## src/rtl/av_bv_id_codec_assert.svh

```systemverilog
// Assertion macros for the av/BV ID codec.
// Needs a clock named clk and a reset named rst in the including module.
`ifndef AV_BV_ID_CODEC_ASSERT_SVH
`define AV_BV_ID_CODEC_ASSERT_SVH

// checked only outside reset
`define AVBV_ASSERT(label, prop, msg) \
  label: assert property (@(posedge clk) disable iff (rst) prop) else $error(msg);

// checked during reset as well
`define AVBV_ASSERT_RST(label, prop, msg) \
  label: assert property (@(posedge clk) prop) else $error(msg);

`endif

```

## src/rtl/avbv_pkg.sv

```systemverilog
// Shared constants, alphabet lookups and result types for the av/BV ID codec.
// No dependencies.
package avbv_pkg;

  localparam logic [33:0] KEY_XOR = 34'd177451812;
  localparam logic [34:0] KEY_ADD = 35'd8728348608;
  localparam int unsigned NUM_SYMS = 58;

  // powers of the radix
  localparam logic [35:0] RADIX_P1 = 36'd58;
  localparam logic [35:0] RADIX_P2 = 36'd3364;
  localparam logic [35:0] RADIX_P3 = 36'd195112;
  localparam logic [35:0] RADIX_P4 = 36'd11316496;
  localparam logic [35:0] RADIX_P5 = 36'd656356768;

  // first symbol sits in the top byte
  localparam logic [NUM_SYMS-1:0][7:0] ALPHABET =
    "fZodR9XQDSUm21yCkr6zBqiveYah8bt4xsWpHnJE7jL5VG3guMTKNPAwcF";

  typedef struct packed {
    logic       hit;
    logic [5:0] digit;
  } sym_t;

  typedef struct packed {
    logic [7:0] pos3;
    logic [7:0] pos4;
    logic [7:0] pos6;
    logic [7:0] pos8;
    logic [7:0] pos10;
    logic [7:0] pos11;
  } enc_res_t;

  typedef struct packed {
    logic [34:0] av;
    logic        bad_char;
    logic        below_offset;
  } dec_res_t;

  function automatic logic [7:0] digit_to_char(input logic [5:0] d);
    logic [7:0] c;
    c = 8'd0;
    for (int k = 0; k < NUM_SYMS; k++) begin
      if (d == 6'(k)) begin
        c = ALPHABET[NUM_SYMS-1-k];
      end
    end
    return c;
  endfunction

  function automatic sym_t char_to_digit(input logic [7:0] c);
    sym_t s;
    s.hit   = 1'b0;
    s.digit = 6'd0;
    for (int k = 0; k < NUM_SYMS; k++) begin
      if (c == ALPHABET[NUM_SYMS-1-k]) begin
        s.hit   = 1'b1;
        s.digit = 6'(k);
      end
    end
    return s;
  endfunction

endpackage

```

## src/rtl/avbv_decode.sv

```systemverilog
// Decoder: six ID-string symbols back to the numeric ID, with error flags.
// Depends on avbv_pkg.
module avbv_decode (
  input  logic [7:0]          char_pos3,
  input  logic [7:0]          char_pos4,
  input  logic [7:0]          char_pos6,
  input  logic [7:0]          char_pos8,
  input  logic [7:0]          char_pos10,
  input  logic [7:0]          char_pos11,
  output avbv_pkg::dec_res_t  res
);
  import avbv_pkg::*;

  sym_t        s0, s1, s2, s3, s4, s5;
  logic [35:0] sum;
  logic [35:0] diff;

  always_comb begin
    s0 = char_to_digit(char_pos11);
    s1 = char_to_digit(char_pos10);
    s2 = char_to_digit(char_pos3);
    s3 = char_to_digit(char_pos8);
    s4 = char_to_digit(char_pos4);
    s5 = char_to_digit(char_pos6);
    sum = 36'(s0.digit)
        + 36'(s1.digit) * RADIX_P1
        + 36'(s2.digit) * RADIX_P2
        + 36'(s3.digit) * RADIX_P3
        + 36'(s4.digit) * RADIX_P4
        + 36'(s5.digit) * RADIX_P5;
    diff = sum - 36'(KEY_ADD);
    res.av           = diff[34:0] ^ 35'(KEY_XOR);
    res.bad_char     = !(s0.hit && s1.hit && s2.hit && s3.hit && s4.hit && s5.hit);
    res.below_offset = sum < 36'(KEY_ADD);
  end

endmodule

```

## config.mk

```make
export PLATFORM = sky130hd
export DESIGN_NAME = avbv_decode
export DESIGN_NICKNAME = d
export VERILOG_FILES = /design/src/rtl/av_bv_id_codec_assert.svh /design/src/rtl/avbv_pkg.sv /design/src/rtl/avbv_decode.sv
export SDC_FILE = /design/constraint.sdc
export NUM_CORES = 1
export LEC_CHECK = 0
export ABC_CLOCK_PERIOD_IN_PS = 19100
export BUFFER_PORTS_ARGS = -buffer_cell sky130_fd_sc_hd__buf_2
export CAP_MARGIN = 10
export CORE_ASPECT_RATIO = 0.5
export CORE_MARGIN = 3
export CORE_UTILIZATION = 60
export DETAILED_ROUTE_END_ITERATION = 8
export PLACE_DENSITY = 0.78
export SLEW_MARGIN = 20
export SYNTH_ARGS = -nofsm -noshare
export SYNTH_HDL_FRONTEND = slang
export SYNTH_SLANG_ARGS = --single-unit
```

## constraint.sdc

```tcl
create_clock -name vclk -period 19.1
set_clock_uncertainty 0.05 [all_clocks]
set_input_delay 0.955 -clock vclk [all_inputs]
set_output_delay 0.955 -clock vclk [all_outputs]
set_load 0.01 [all_outputs]
```

-- Word-level counts from Yosys, hierarchy flattened
Cells that the tools add are included.
- add/subtract/negate cells: 6
- multiply operators: 5
- magnitude comparators: 1
- eq/ne operators: 348
- multiplexer cells: 348
- bitwise gates (word level): 1
- reduce and logical (&&, ||, !) cells: 6
- operators with widths (cell ; number):
    two-way mux 7 bit ; 348
    == test 8 x 7 -> 1 bit, second input constant ; 294
    == test 8 x 6 -> 1 bit, second input constant ; 54
    adder 31 x 36 -> 36 bit ; 1
    < comparator 36 x 34 -> 1 bit, second input constant ; 1
    subtractor 35 x 34 -> 35 bit, second input constant ; 1
    adder 25 x 30 -> 31 bit ; 1
    multiplier 6 x 25 -> 31 bit, second input constant ; 1
    multiplier 6 x 20 -> 26 bit, second input constant ; 1
    adder 19 x 24 -> 25 bit ; 1
    multiplier 6 x 15 -> 21 bit, second input constant ; 1
    adder 13 x 18 -> 19 bit ; 1
    multiplier 6 x 10 -> 16 bit, second input constant ; 1
    adder 6 x 12 -> 13 bit ; 1
    NOT 13 bit ; 1
    multiplier 6 x 5 -> 11 bit, second input constant ; 1
    logical AND 1 bit ; 5
    logical NOT 1 bit ; 1
- register bits after elaboration: 0
- bits of input ports: 48
- output and inout bits: 37
- logic and storage cells: 715

-- Logic depth before layout (Yosys ltp)
- depth after elaboration: 67
- depth in mapped cells: 44
- gate-level depth less buffers: 42

-- Worst setup path before layout
OpenSTA, ideal clock, no wires.
- kind: input to output
- start: in char_pos10[5]
- end: out res[36] in the netlist's numbering
- data arrival time: 9.722 ns
- data required time: 18.095 ns
- setup slack: 8.373 ns
- stages on the path: 36
- buffers on the path: 2
- path through: nor2b_1 > and2_1 > clkbuf_1 > nand2_1 > nor2_1 > o21ai_0 > o31ai_1 > or3_1 > or4_1 > fa_1 > ha_1 > fa_1 > ha_1 > a21oi_1 > o21bai_1 > a21oi_1 > o21bai_1 > a21oi_1 > xnor2_1 > fa_1 > inv_1 > fa_1 > fa_1 > inv_1 > ha_1 > clkbuf_1 > and2_1 > o21a_1 > or4b_4 > a2111oi_4 > o211ai_4 > nor4_4 > a21oi_2 > o31ai_4 > a31oi_1 > xor2_1
- RTL lines (item ; line ; text):
    start, declared ; avbv_decode.sv:8 ; input logic [7:0] char_pos10,
    end, declared ; avbv_decode.sv:10 ; output avbv_pkg::dec_res_t res

==> out/results.tsv <==
stage	metric	value	unit
synthesis	yosysSeqAreaShare	0	%
floorplanning	initial_core_util	61.5	%
synthesis	ys_warn_count	0	
cells_and_area	syn2layout_area_growth	2.57	%
sta	tightest_slew	863	ps
cells_and_area	nFlopsAndLatches	0	
routing	wl_per_cell	16.6	um
pwr	peakVddDrop	0.389	mV
floorplanning	rows	42	
routing	vias_per_cell	6.35	
synthesis	synth_top_area_cell	ha_1	
worst_setup_path	cp_max_fo	13	
job	maxCapViolations	0	
cells_and_area	final_nets	2719	
worst_setup_path	startpoint_type	input pin	
global_route	overflow	0	
synthesis	syn-cell-area	16400	sq um
floorplanning	dieArea	29500	sq um
worst_setup_path	crit_slowest_cell	fa_1	
global_route	grt_usage	28.6	%
placement	dpl.hpwl	35500	um
cells_and_area	drive_gt1_share	5.48	%
routing	via_count	16700	
sta	holdWs	2510	ps
sta	fin_tns_setup	0	ps
routing	ant_nets	0	
synthesis	syn_avg_cell_area	7.09	sq um
routing	drt_wl_total	43700	um
synthesis	syn-num-nets	2752	
sta	timing.fmax	83.0	MHz
cells_and_area	antennaDiodeCount	0	
synthesis	ys_types	86	
sta	slew_headroom	42.1	%
clock_tree	cts_hold_buf	0	
pwr	p_leak	8.24	nW
cells_and_area	seq_area	0	sq um
routing	firstDrtPassIters	6	
worst_setup_path	cpPeakStageDelay	580	ps
global_route	grt_pass1_wl	71500	um
sta	rsz0062_at_grt	false	
sta	drv_slew	0	
outcome	outcome	completed	
synthesis	yosysTopAreaCellShare	20.7	%
synthesis	synthCells	2316	
synthesis	yosys-top-cells-count	272 x ha_1, 230 x inv_1, 228 x nor2_1, 175 x nand2_1, 154 x a21oi_1	
sta	fin_crit	12050	ps
worst_setup_path	path_class	input pin to output port	
cells_and_area	clock_buffers	0	
clock_tree	cts_setup_buffers	0	
floorplanning	die_h	123	um
clock_tree	cts_resized	0	
global_route	antenna_found_initial	1	
floorplanning	die_w	240	um
sta	period_share	63.1	%
placement	gp_congestion	0.987	
sta	hold_viol	0	
global_route	grt_pass1_vias	14600	
placement	io_buffer_count	85	
synthesis	synth_most_common_cell	ha_1	
routing	drc	0	
min_path	hold_path_class	input pin to output port	
floorplanning	core	26700	sq um
sta	setup_viol	0	
routing	drtIter0Drc	2073	
cells_and_area	n_fill_cell	2465	
worst_setup_path	cp.required	18100	ps
pwr	p_per_area	186	nW/um^2
synthesis	yosys-top-cells-area	ha_1 21%, fa_1 14%, inv_1 5.3%	
worst_setup_path	cp.arrival	11040	ps
floorplanning	ios	85	
global_route	grt_max_degree	40	
worst_setup_path	end_kind	output port	
-- critical path: cells and delay by family --
family	cells	cell delay, ps
simple gates	9	2970
fa+ha+maj	8	3440
buf+inv	6	630
compound gates	15	2760
xor+xnor	2	270
-- area by class of cell --
| cell class | count | area [sq um] | area share, % |
|---|---|---|---|
| repair buffers | 87 | 440 | 2.61 |
| inverters | 232 | 871 | 5.17 |
| multi-input cells | 1962 | 15100 | 89.6 |
| well taps | 352 | 440 | 2.61 |
-- cells by family after synthesis --
| group | share of synthesized area, % |
|---|---|
| adder cells (fa/ha/maj) | 34.8 |
| AO/OA/AOI/OAI | 24.7 |
| multiplexers | 0.632 |
| AND/OR/NAND/NOR | 25.2 |
| buffers and inverters | 8.09 |
| XOR/XNOR | 6.56 |
-- path summary, 6_finish.rpt --
check     startpoint      end  slack (ps)  cells after the start
max    char_pos10[6]  res[35]        7050                     40
min    char_pos11[4]   res[2]        2510                      4
-- placed cells by master (no fill, tap or decap), drive strengths merged, types with 17 or more instances in the layout --
cell    Yosys  final
ha        272    272
nor4       22     22
o31ai      23     23
o21ai     143    143
nand2b     45     45
buf        23     87
o21a       18     18
xor2       37     37
nand2     175    175
inv       230    230
a21o       28     28
a21oi     156    156
or3        24     24
a31oi      47     47
o22ai      17     17
nand4      19     19
nand3      65     65
nor2      228    228
a211oi     25     25
and3       26     26
or2        17     17
xnor2      86     86
fa        116    116
nor3       77     77
nor2b      48     48
-- where the power goes --
group / switching [mW] / internal (mW) / total [mW]
logic: 1.88 / 1.25 / 3.13
clock network: 0 / 0 / 0
registers: 0 / 0 / 0
-- through the flow --
step           area, sq um  power (mW)  cells  setup slack (ps)  util [%]
2_1_floorplan        16400        2.30   2316              8370         -
3_5_place_dp         16900        3.08   2633              7130      63.1
4_1_cts              16900        3.11   2633              7100      63.1
6_report             16900        3.13   2633              7050      63.1
5_1_grt              16900        3.45   2633              6300      63.1
3_3_place_gp         16900        3.05   2633              7290      63.1
-- metal layers --
metal,up-vias,wire [um],global-route usage [%]
met5,-,13,0
met3,64,3880,2.99
li1,8217,-,-
met2,786,18600,43.9
met1,7660,20600,44.0
met4,2,560,4.12
(Power assumes the default switching activity.)
